--- src/hdl/mrc_pkg.sv ---
// shared types and constants for the memory range coalescer
`default_nettype none

package mrc_pkg;

  // memory type codes that take part in merging
  localparam logic [31:0] TYPE_BOOT_CODE    = 32'd3;
  localparam logic [31:0] TYPE_BOOT_DATA    = 32'd4;
  localparam logic [31:0] TYPE_CONVENTIONAL = 32'd7;

  // log2 of the page size in bytes
  localparam int unsigned PAGE_SHIFT = 12;

  // result queue depth and pointer widths
  localparam int unsigned QUEUE_DEPTH = 4;
  localparam int unsigned QPTR_W      = $clog2(QUEUE_DEPTH);
  localparam int unsigned QCNT_W      = $clog2(QUEUE_DEPTH + 1);

  // incoming descriptor request
  typedef struct packed {
    logic [31:0] range_type;
    logic [63:0] phys_base;
    logic [63:0] virt_base;
    logic [63:0] page_total;
    logic [63:0] attr_bits;
    logic        last_in;
  } desc_in_t;

  // emitted descriptor request
  typedef struct packed {
    logic [31:0] out_type;
    logic [63:0] out_phys;
    logic [63:0] out_virt;
    logic [63:0] out_pages;
    logic [63:0] out_attr;
    logic        out_last;
  } desc_out_t;

  // results produced by one descriptor, first then second
  typedef struct packed {
    logic [1:0] count;
    desc_out_t  first;
    desc_out_t  second;
  } push_t;

  // queue status seen by the merge stage
  typedef struct packed {
    logic              room;
    logic [QCNT_W-1:0] level;
  } qstat_t;

  // types that may be coalesced
  function automatic logic mergeable(input logic [31:0] t);
    mergeable = (t == TYPE_BOOT_CODE) || (t == TYPE_BOOT_DATA) ||
                (t == TYPE_CONVENTIONAL);
  endfunction

endpackage

`default_nettype wire

--- src/hdl/memory_range_coalescer.sv ---
// top level of the memory range coalescer
`default_nettype none

// Merges a stream of memory map descriptors: adjacent boot code, boot data
// and conventional ranges with equal attributes are joined into one
// conventional range, and the final descriptor of a map flushes the pending
// one with out_last set. A descriptor is taken every cycle unless the input
// stalls; it is merged while it sits in the input register, and its results
// are written into the result queue and offered at the output from there.
// A descriptor may yield two results (a replaced range and the final flush)
// while the output side delivers one per cycle when not stalled, so a
// four-entry result queue absorbs the extra one; input stalls only when
// fewer than two queue slots are free with a descriptor waiting.
module memory_range_coalescer (
  input  wire logic               clk,
  input  wire logic               rst,
  input  wire logic               desc_valid,
  output logic                    desc_stall,
  input  wire mrc_pkg::desc_in_t  desc,
  output logic                    merged_valid,
  input  wire logic               merged_stall,
  output mrc_pkg::desc_out_t      merged
);

  mrc_pkg::push_t  push;
  mrc_pkg::qstat_t qstat;

  // merge stage
  mrc_core u_core (
    .clk        (clk),
    .rst        (rst),
    .desc_valid (desc_valid),
    .desc_stall (desc_stall),
    .desc       (desc),
    .qstat      (qstat),
    .push       (push)
  );

  // result queue
  mrc_outq u_outq (
    .clk          (clk),
    .rst          (rst),
    .push         (push),
    .qstat        (qstat),
    .merged_valid (merged_valid),
    .merged_stall (merged_stall),
    .merged       (merged)
  );

  // results are only pushed when two slots were free
  a_no_overflow: assert property (@(posedge clk) disable iff (rst)
    (push.count != 2'd0) |-> qstat.room)
    else $error("result pushed without queue room");

  // a pair of results is always a replaced range then the final flush
  a_pair_order: assert property (@(posedge clk) disable iff (rst)
    (push.count == 2'd2) |-> (push.second.out_last && !push.first.out_last))
    else $error("bad ordering of paired results");

  // pushed results raise the queue level on the next cycle
  a_level_up: assert property (@(posedge clk) disable iff (rst)
    ((push.count != 2'd0) && !merged_valid) |=> (qstat.level != '0))
    else $error("queue level did not follow a push");

endmodule

`default_nettype wire

--- src/hdl/mrc_core.sv ---
// input register, pending descriptor and merge decision
`default_nettype none

module mrc_core (
  input  wire logic            clk,
  input  wire logic            rst,
  input  wire logic            desc_valid,
  output logic                 desc_stall,
  input  wire mrc_pkg::desc_in_t desc,
  input  wire mrc_pkg::qstat_t qstat,
  output mrc_pkg::push_t       push
);

  logic               stg_valid;
  mrc_pkg::desc_in_t  stg;
  logic               held_valid;
  logic [31:0]        held_type;
  logic [63:0]        held_phys;
  logic [63:0]        held_virt;
  logic [63:0]        held_pages;
  logic [63:0]        held_attr;

  logic               held_valid_next;
  logic [31:0]        held_type_next;
  logic [63:0]        held_phys_next;
  logic [63:0]        held_virt_next;
  logic [63:0]        held_pages_next;
  logic [63:0]        held_attr_next;

  logic               proc;
  logic               take;
  logic [63:0]        top;
  logic               merge;
  logic               emit_old;
  mrc_pkg::desc_out_t old_range;
  mrc_pkg::desc_out_t new_range;

  // the waiting request is resolved once the queue can take two results
  assign proc       = stg_valid && qstat.room;
  assign desc_stall = stg_valid && !qstat.room;
  assign take       = desc_valid && !desc_stall;

  // input register
  always_ff @(posedge clk) begin
    if (rst) begin
      stg_valid <= 1'b0;
      stg       <= '0;
    end else begin
      if (take) begin
        stg_valid <= 1'b1;
        stg       <= desc;
      end else if (proc) begin
        stg_valid <= 1'b0;
      end
    end
  end

  // merge test, new pending descriptor and results
  always_comb begin
    top      = held_phys + (held_pages << mrc_pkg::PAGE_SHIFT);
    merge    = held_valid && (held_attr == stg.attr_bits) && (top == stg.phys_base) &&
               mrc_pkg::mergeable(stg.range_type) && mrc_pkg::mergeable(held_type);
    emit_old = held_valid && !merge;

    if (merge) begin
      held_type_next  = mrc_pkg::TYPE_CONVENTIONAL;
      held_phys_next  = held_phys;
      held_virt_next  = held_virt;
      held_pages_next = held_pages + stg.page_total;
      held_attr_next  = held_attr;
    end else begin
      held_type_next  = stg.range_type;
      held_phys_next  = stg.phys_base;
      held_virt_next  = stg.virt_base;
      held_pages_next = stg.page_total;
      held_attr_next  = stg.attr_bits;
    end
    held_valid_next = !stg.last_in;

    // replaced range, never final
    old_range.out_type  = held_type;
    old_range.out_phys  = held_phys;
    old_range.out_virt  = held_virt;
    old_range.out_pages = held_pages;
    old_range.out_attr  = held_attr;
    old_range.out_last  = 1'b0;

    // pending range as flushed by the final request
    new_range.out_type  = held_type_next;
    new_range.out_phys  = held_phys_next;
    new_range.out_virt  = held_virt_next;
    new_range.out_pages = held_pages_next;
    new_range.out_attr  = held_attr_next;
    new_range.out_last  = 1'b1;

    push.count  = 2'd0;
    push.first  = old_range;
    push.second = new_range;
    if (proc) begin
      push.count = {1'b0, emit_old} + {1'b0, stg.last_in};
      if (!emit_old) begin
        push.first = new_range;
      end
    end
  end

  // pending descriptor
  always_ff @(posedge clk) begin
    if (rst) begin
      held_valid <= 1'b0;
      held_type  <= '0;
      held_phys  <= '0;
      held_virt  <= '0;
      held_pages <= '0;
      held_attr  <= '0;
    end else if (proc) begin
      held_valid <= held_valid_next;
      held_type  <= held_type_next;
      held_phys  <= held_phys_next;
      held_virt  <= held_virt_next;
      held_pages <= held_pages_next;
      held_attr  <= held_attr_next;
    end
  end

endmodule

`default_nettype wire

--- src/hdl/mrc_outq.sv ---
// four-entry result queue taking up to two results per cycle
`default_nettype none

module mrc_outq (
  input  wire logic             clk,
  input  wire logic             rst,
  input  wire mrc_pkg::push_t   push,
  output mrc_pkg::qstat_t       qstat,
  output logic                  merged_valid,
  input  wire logic             merged_stall,
  output mrc_pkg::desc_out_t    merged
);

  mrc_pkg::desc_out_t              mem [mrc_pkg::QUEUE_DEPTH];
  logic [mrc_pkg::QPTR_W-1:0]      wr_ptr;
  logic [mrc_pkg::QPTR_W-1:0]      rd_ptr;
  logic [mrc_pkg::QCNT_W-1:0]      cnt;
  logic [mrc_pkg::QCNT_W-1:0]      cnt_next;
  logic [mrc_pkg::QPTR_W-1:0]      wr_ptr_next;
  logic                            pop;

  // pop when the head is taken downstream
  assign pop          = (cnt != '0) && !merged_stall;
  assign merged_valid = (cnt != '0);
  assign merged       = mem[rd_ptr];

  // room for two more results, judged on the registered level
  assign qstat.room  = (cnt <= mrc_pkg::QCNT_W'(mrc_pkg::QUEUE_DEPTH - 2));
  assign qstat.level = cnt;

  always_comb begin
    cnt_next    = cnt + mrc_pkg::QCNT_W'(push.count) - mrc_pkg::QCNT_W'(pop);
    wr_ptr_next = wr_ptr + mrc_pkg::QPTR_W'(push.count);
  end

  // pointers and fill level
  always_ff @(posedge clk) begin
    if (rst) begin
      wr_ptr <= '0;
      rd_ptr <= '0;
      cnt    <= '0;
    end else begin
      wr_ptr <= wr_ptr_next;
      cnt    <= cnt_next;
      if (pop) begin
        rd_ptr <= rd_ptr + mrc_pkg::QPTR_W'(1);
      end
    end
  end

  // storage, up to two writes at consecutive slots
  always_ff @(posedge clk) begin
    if (push.count != 2'd0) begin
      mem[wr_ptr] <= push.first;
    end
    if (push.count == 2'd2) begin
      mem[wr_ptr + mrc_pkg::QPTR_W'(1)] <= push.second;
    end
  end

endmodule

`default_nettype wire
--- config.mk ---
export PLATFORM = sky130hd
export DESIGN_NAME = memory_range_coalescer
export DESIGN_NICKNAME = d
export VERILOG_FILES = /design/src/hdl/mrc_pkg.sv /design/src/hdl/memory_range_coalescer.sv /design/src/hdl/mrc_core.sv /design/src/hdl/mrc_outq.sv
export SDC_FILE = /design/constraint.sdc
export NUM_CORES = 2
export LEC_CHECK = 0
export BUFFER_PORTS_ARGS = -buffer_cell sky130_fd_sc_hd__buf_2
export CORE_UTILIZATION = 38
export CTS_BUF_LIST = sky130_fd_sc_hd__clkbuf_8
export CTS_CLUSTER_DIAMETER = 40
export DETAILED_ROUTE_END_ITERATION = 8
export PLACE_DENSITY_LB_ADDON = 0.15
export SLEW_MARGIN = 20
export SYNTH_ARGS = -nofsm -noshare
export SYNTH_HDL_FRONTEND = slang
export SYNTH_HIERARCHICAL = 1
export SYNTH_SLANG_ARGS = --single-unit
--- constraint.sdc ---
create_clock -name clk -period 24.4 [get_ports clk]
set_clock_uncertainty 0.1 [all_clocks]
set_input_delay 6.1 -clock clk [delete_from_list [all_inputs] [get_ports clk]]
set_output_delay 6.1 -clock clk [all_outputs]
set_load 0.1 [all_outputs]
# --- Word level (Yosys, flattened, before mapping) ---
# Memory sizes are Yosys's and may differ from the RTL's. A register that Yosys moved wholly into a read port is not among the register bits.
# Cells that the tools add are included.
op_classes:
  n_mul: 0
  addsub: 8
  n_shift: 0
  mux: 15
  order_cmp: 1
  div: 0
  n_eq_ne: 9
  bitwise: 0
  reduce_logical: 21
op_table:
  columns: ["operator", "n"]
  rows:
  - ["291-bit two-way mux", 1]
  - ["289-bit two-way mux", 1]
  - ["64-bit two-way mux", 4]
  - ["64-bit adder", 2]
  - ["32-bit by 3-bit equality test with 1-bit output, second input constant", 4]
  - ["64-bit equality test", 2]
  - ["32-bit by 2-bit equality test with 1-bit output, second input constant", 2]
  - ["32-bit two-way mux", 1]
  - ["1-bit logical AND", 9]
  - ["1-bit two-way mux", 6]
  - ["1-bit logical NOT", 5]
  - ["2-bit by 1-bit adder with 2-bit output, second input constant", 2]
  - ["1-bit logical OR", 4]
  - ["2-bit two-way mux", 2]
  - ["2-bit nonzero test", 2]
  - ["3-bit by 2-bit adder with 3-bit output", 1]
  - ["3-bit by 2-bit <= comparator with 1-bit output, second input constant", 1]
  - ["3-bit nonzero test", 1]
  - ["3-bit by 1-bit subtractor with 3-bit output", 1]
  - ["1-bit by 1-bit adder with 2-bit output", 1]
  - ["2-bit adder", 1]
  - ["2-bit equality test, second input constant", 1]
word_totals:
  mem_count: 1
  out_inout_bits: 291
  regBits: 586
  romBits: 0
  input_bits: 293
  ram_bits: 1156
  latchBits: 0
memory_table:
  columns: ["name", "depth", "word_bits", "read_ports", "rd_clocked_by_memory_dff", "write_ports", "line", "source"]
  rows:
  - ["u_outq.mem", 4, 289, 1, 1, 2, "mrc_outq.sv:14", "mrc_pkg::desc_out_t mem [mrc_pkg::QUEUE_DEPTH];"]

# --- Depth between registers and ports, before layout ---
depth:
  depth_word: 12
  mapped_depth: 26

# --- Hierarchy ---
# Netlist, hierarchy kept.
by_module_without_submodules:
  columns: ["mod", "cells_each", "instances", "area_per_inst_um2", "seq_area_each_um2"]
  rows:
  - ["mrc_outq", 2849, 1, 57759.1, 34893.5]
  - ["mrc_core", 5366, 1, 37165.6, 11591.1]

# --- Worst setup path after synthesis ---
# Ideal clock, no wire load.
synth_path:
  path_type: "flip-flop to flip-flop"
  startpoint: "register u_core.held_phys[12]"
  endpoint: "memory u_outq/mem[0][0] (netlist bit), enable pin"
  n_path_buf: 4
  path_slack_ns: -2.283
  required_ns: 22.939
  stages_incl_launch_ff: 21
  setup_ns: 1.361
  arrival_ns: 25.222
  cell_sequence: "dfxtp_1 -> ha_1 -> fa_1 -> a211oi_2 -> o21ai_1 -> a211oi_2 -> o21bai_1 -> a21oi_2 -> o221ai_1 -> a2111oi_0 -> and4_1 -> and4_1 -> buf_4 -> buf_6 -> buf_8 -> buf_4 -> nor2_1 -> ha_1 -> and3_1 -> nor2_1 -> o31ai_1"
synth_lines:
  columns: ["item", "line", "source"]
  rows:
  - ["from (decl)", "mrc_core.sv:18", "logic [63:0] held_phys;"]
  - ["from (signal assigned)", "mrc_core.sv:119", "held_phys <= held_phys_next;"]
  - ["to (decl)", "mrc_outq.sv:14", null]

==> metrics.txt <==
detail-routed net length per standard cell=27.1 um; outcome=finished clean; TritonCTS clock tree=yes; leakage=0.0407 uW; count of filler cells inserted in the layout=23349; global routing's busiest layer=met2; Worst slew margin=approximately a fifth; hold path cells=2; worst reg2reg path endpoint=u_outq/mem[3][250]; Pwr Density=slightly above 90 nW/um2; mean instance size in the synthesized netlist=11.6 um2; crit path max-delay cell type=buf_4; Int Power=~6100 uW; Tot GR Track Use=25.7%; vias per cell=5.60; Max Clk Rate=between 90 and 100 MHz; clock network power share=33.3%; post-route worst hold slack=roughly 0.37 ns; cell type with the highest aggregate area in the netlist=edfxtp_1; worst-case clock buffer depth=4; Worst Max-Slew Pin Slew=roughly 1.2 ns; total count of hold-check failures in the final report=0; worst path buffer plus inverter count=3; capturing instance or port of the critical path=merged[81]; source-to-sink clock delay at the later pin of the worst-skew pair=~1.1 ns; final count of negative-setup-slack endpoints=0; via count of the first global-routing pass=67685; WP depth=4; number of antenna violations at the first check in global routing=52; total power=9900 uW; reg-to-reg slack, setup=14.81 ns; placed inst area=99500 um2; crit start category=flip-flop; clk root buf=clkbuf_8; cell types with the largest area share after synthesis=edfxtp_1 37%, dfxtp_1 12%, mux2_2 7.8%; cells after synthesis=8215; data arrival time of the critical path=4.63 ns; Finished Layout Cells=12221; Core Area=248000 um2; pin count of the biggest net entering global routing=roughly 170; number of enable-type register cells in the synthesized netlist=roughly 1200; number of buffers created by CTS=373; Min-Delay Path Class=reg -> reg; Via Count=68484; Iteration-0 DRC Markers=5802; depth of the worst register-to-register path=22; global routing usage on met2=39.9%; area added between synthesis and finish=13.1%; clock slew at the register clock pins of the worst setup and hold paths=0.05 ns; GRT overflow=0; worst reg2reg path startpoint=u_core/held_pages[31]; Crit. End Element=primary output; number of pins with negative max-slew slack in the final report=0; period utilisation layout=44.4%; summed area of non-filler cells in the final layout=between 100000 and 150000 um2; fraction of final layout cells with drive strength greater than 1=30.2%; Worst IR Drop VDD=0.0788 mV; GR Util met3=4.84%; type of the worst setup path=reg -> out; initial cell density of the core=38.2%; FF/Latch Area=46500 um2; crit-path max FO=43; placed instance count=around 12000; asr flop ratio synth=0%; net count reported at finish=roughly 9000; wire length of the first global-routing pass=477000 um; Net Sw Frac=between 30% and 40%; fraction of post-synthesis cell area in the top cell type by area=approximately 37%; reported net switching power=between 3000 and 4000 uW; RSZ-0062 raised after global routing=false; most repeated library cell on the critical path=buf_4; cell class contributing the biggest share of worst-path delay=buffers and inverters; H-tree Lvls=5; predominant post-synthesis flop cell=edfxtp_1; overall die area=252000 um2; grt met1 use=35.7%; sum of net half-perimeters after detailed placement=213000 um; Seq/Total Area, Yosys=49.0%; total of buffers placed on input and output ports=slightly below 600; number of sinks driven by the clock tree=1744; cell chain of the critical path=buf_4 -> buf_4 -> mux4_2 -> buf_2; Post-route DRC=0; # Max-Cap Violations=0; worst path required time=18.20 ns; proportion of power drawn by flip-flops and latches=35.4%; flip-flop and latch count after synthesis=roughly 1700; Ys Warns=6; combinational fraction of design power=31.3%; length of the first detailed-routing pass in iterations=6; Slowest Stage Delay on Critical Path=0.87 ns; clock period minus worst slack=10.83 ns; number of distinct library cells after synthesis=88; top-level I/O count=about 600; area used by multi-input combinational logic=44700 um2; overall die width=502 um; post_cts resized=0; detailed-route wire length=331000 um; summed negative setup slack over all endpoints=0 ns; top cell types by occurrence after synthesis=1621 x nand2_1, 1156 x edfxtp_1, 669 x a21oi_1, 661 x mux2_2, 588 x dfxtp_1; hold buffer count at CTS=0; Rows=183; remaining antenna violation count=0; Die Y-Extent=502 um; Post CTS Setup Buffer Count=0; final estimated routing congestion in global placement=0.956; Mapped Nets=8630; count leader, synth=nand2_1; Syn Std Cell Area=94900 um2
## power groups by stage
stage / Sequential (uW) / Clock, uW / Combinational (uW)
finish: 3500 / 3300 / 3100
global route: 3510 / 3500 / 3250
CTS: 3500 / 3380 / 3120
detailed placement: 3560 / 0 / 3110
global placement: 3550 / 0 / 3100
floorplan: 3480 / 0 / 2410
## sequential cells by signal, summed over array words and instances (netlist names), 3 cells and up, named ones only
name               count
u_core/held_virt      64
u_core/held_attr      64
u_core/stg           289
u_core/held_type      32
u_core/held_pages     64
u_core/held_phys      64
u_outq/cnt             3
u_outq/mem          1156
## metal layers
metal	vias to the layer above	part of all wire, %
met1	34513	45
li1	31019	-
met2	2350	45
met3	538	6.5
met5	-	0.12
met4	64	3.2
## area by class of cell
class,instances,share of cell area [%]
tap,3330,3.88
inverter,78,0.275
multi-input combinational,5693,41.6
clock buffer,419,5.37
sequential,1744,43.3
clock inverter,252,1.86
timing repair buffer,692,3.65
antenna,13,0.0303
## placed cells by master, fill, tap and decap left out, drive strengths merged, types with 11 or more instances in the layout
cell	Yosys	routed
o21a	79	79
nor2	214	214
a21oi	672	672
o21ai	224	224
or4	11	11
edfxtp	1156	1156
a21o	53	53
a31oi	18	18
o211ai	12	12
clkinv	0	84
nor3	198	198
mux2	1269	1269
ha	119	119
inv	78	194
dfxtp	588	588
buf	269	692
nand4	78	78
and3	36	36
a2111oi	11	11
diode	0	13
xnor2	137	137
clkbuf	431	419
nor4	88	88
clkinvlp	0	19
nand2	1621	1621
o21bai	27	27
nor2b	26	26
xor2	60	60
nand2b	14	14
and4	17	17
mux2i	34	34
or2	12	12
a22o	29	29
mux4	289	289
bufinv	0	33
and2	12	12
a211oi	34	34
or3	15	15
nand3	154	154
## tightest hold or removal path, delay by kind of cell, from the launching register on
| kind | cells | cell delay (ns) |
|---|---|---|
| AND/OR/NAND/NOR | 1 | 0.06 |
| AO/OA/AOI/OAI | 1 | 0.05 |
| flip-flops | 1 | 0.31 |
## metrics by stage
step	worst slack [ns]	util (%)
final	13.57	43.2
after global routing	13.16	43.2
after CTS	13.18	43.2
after detailed placement	14.34	40.1
after global placement	14.38	40.1
after floorplan	6.33	-
## kinds of logic after synthesis
logic type | count (synthesis) | share of synthesized area (%)
simple gates | 2510 | 11.7
flops | 1744 | 49.0
mux | 1592 | 23.8
compound gates | 1271 | 7.90
buf+inv | 778 | 4.10
xor+xnor | 197 | 1.82
fa+ha+maj | 122 | 1.63
other cells | 1 | 0.00395
## worst min path at each step
stage	startpoint	endpoint	slack (ns)
2_1_floorplan	u_core/stg[258]	u_core/stg[258]	0.34
3_3_place_gp	u_core/held_phys[3]	u_core/held_phys[3]	0.35
3_5_place_dp	u_core/held_type[23]	u_core/held_type[23]	0.36
4_1_cts	u_core/held_type[23]	u_core/held_type[23]	0.37
5_1_grt	u_core/held_type[13]	u_core/held_type[13]	0.38
6_report	u_core/stg[258]	u_core/stg[258]	0.37
Note: power is estimated with default switching activity, not from simulation.
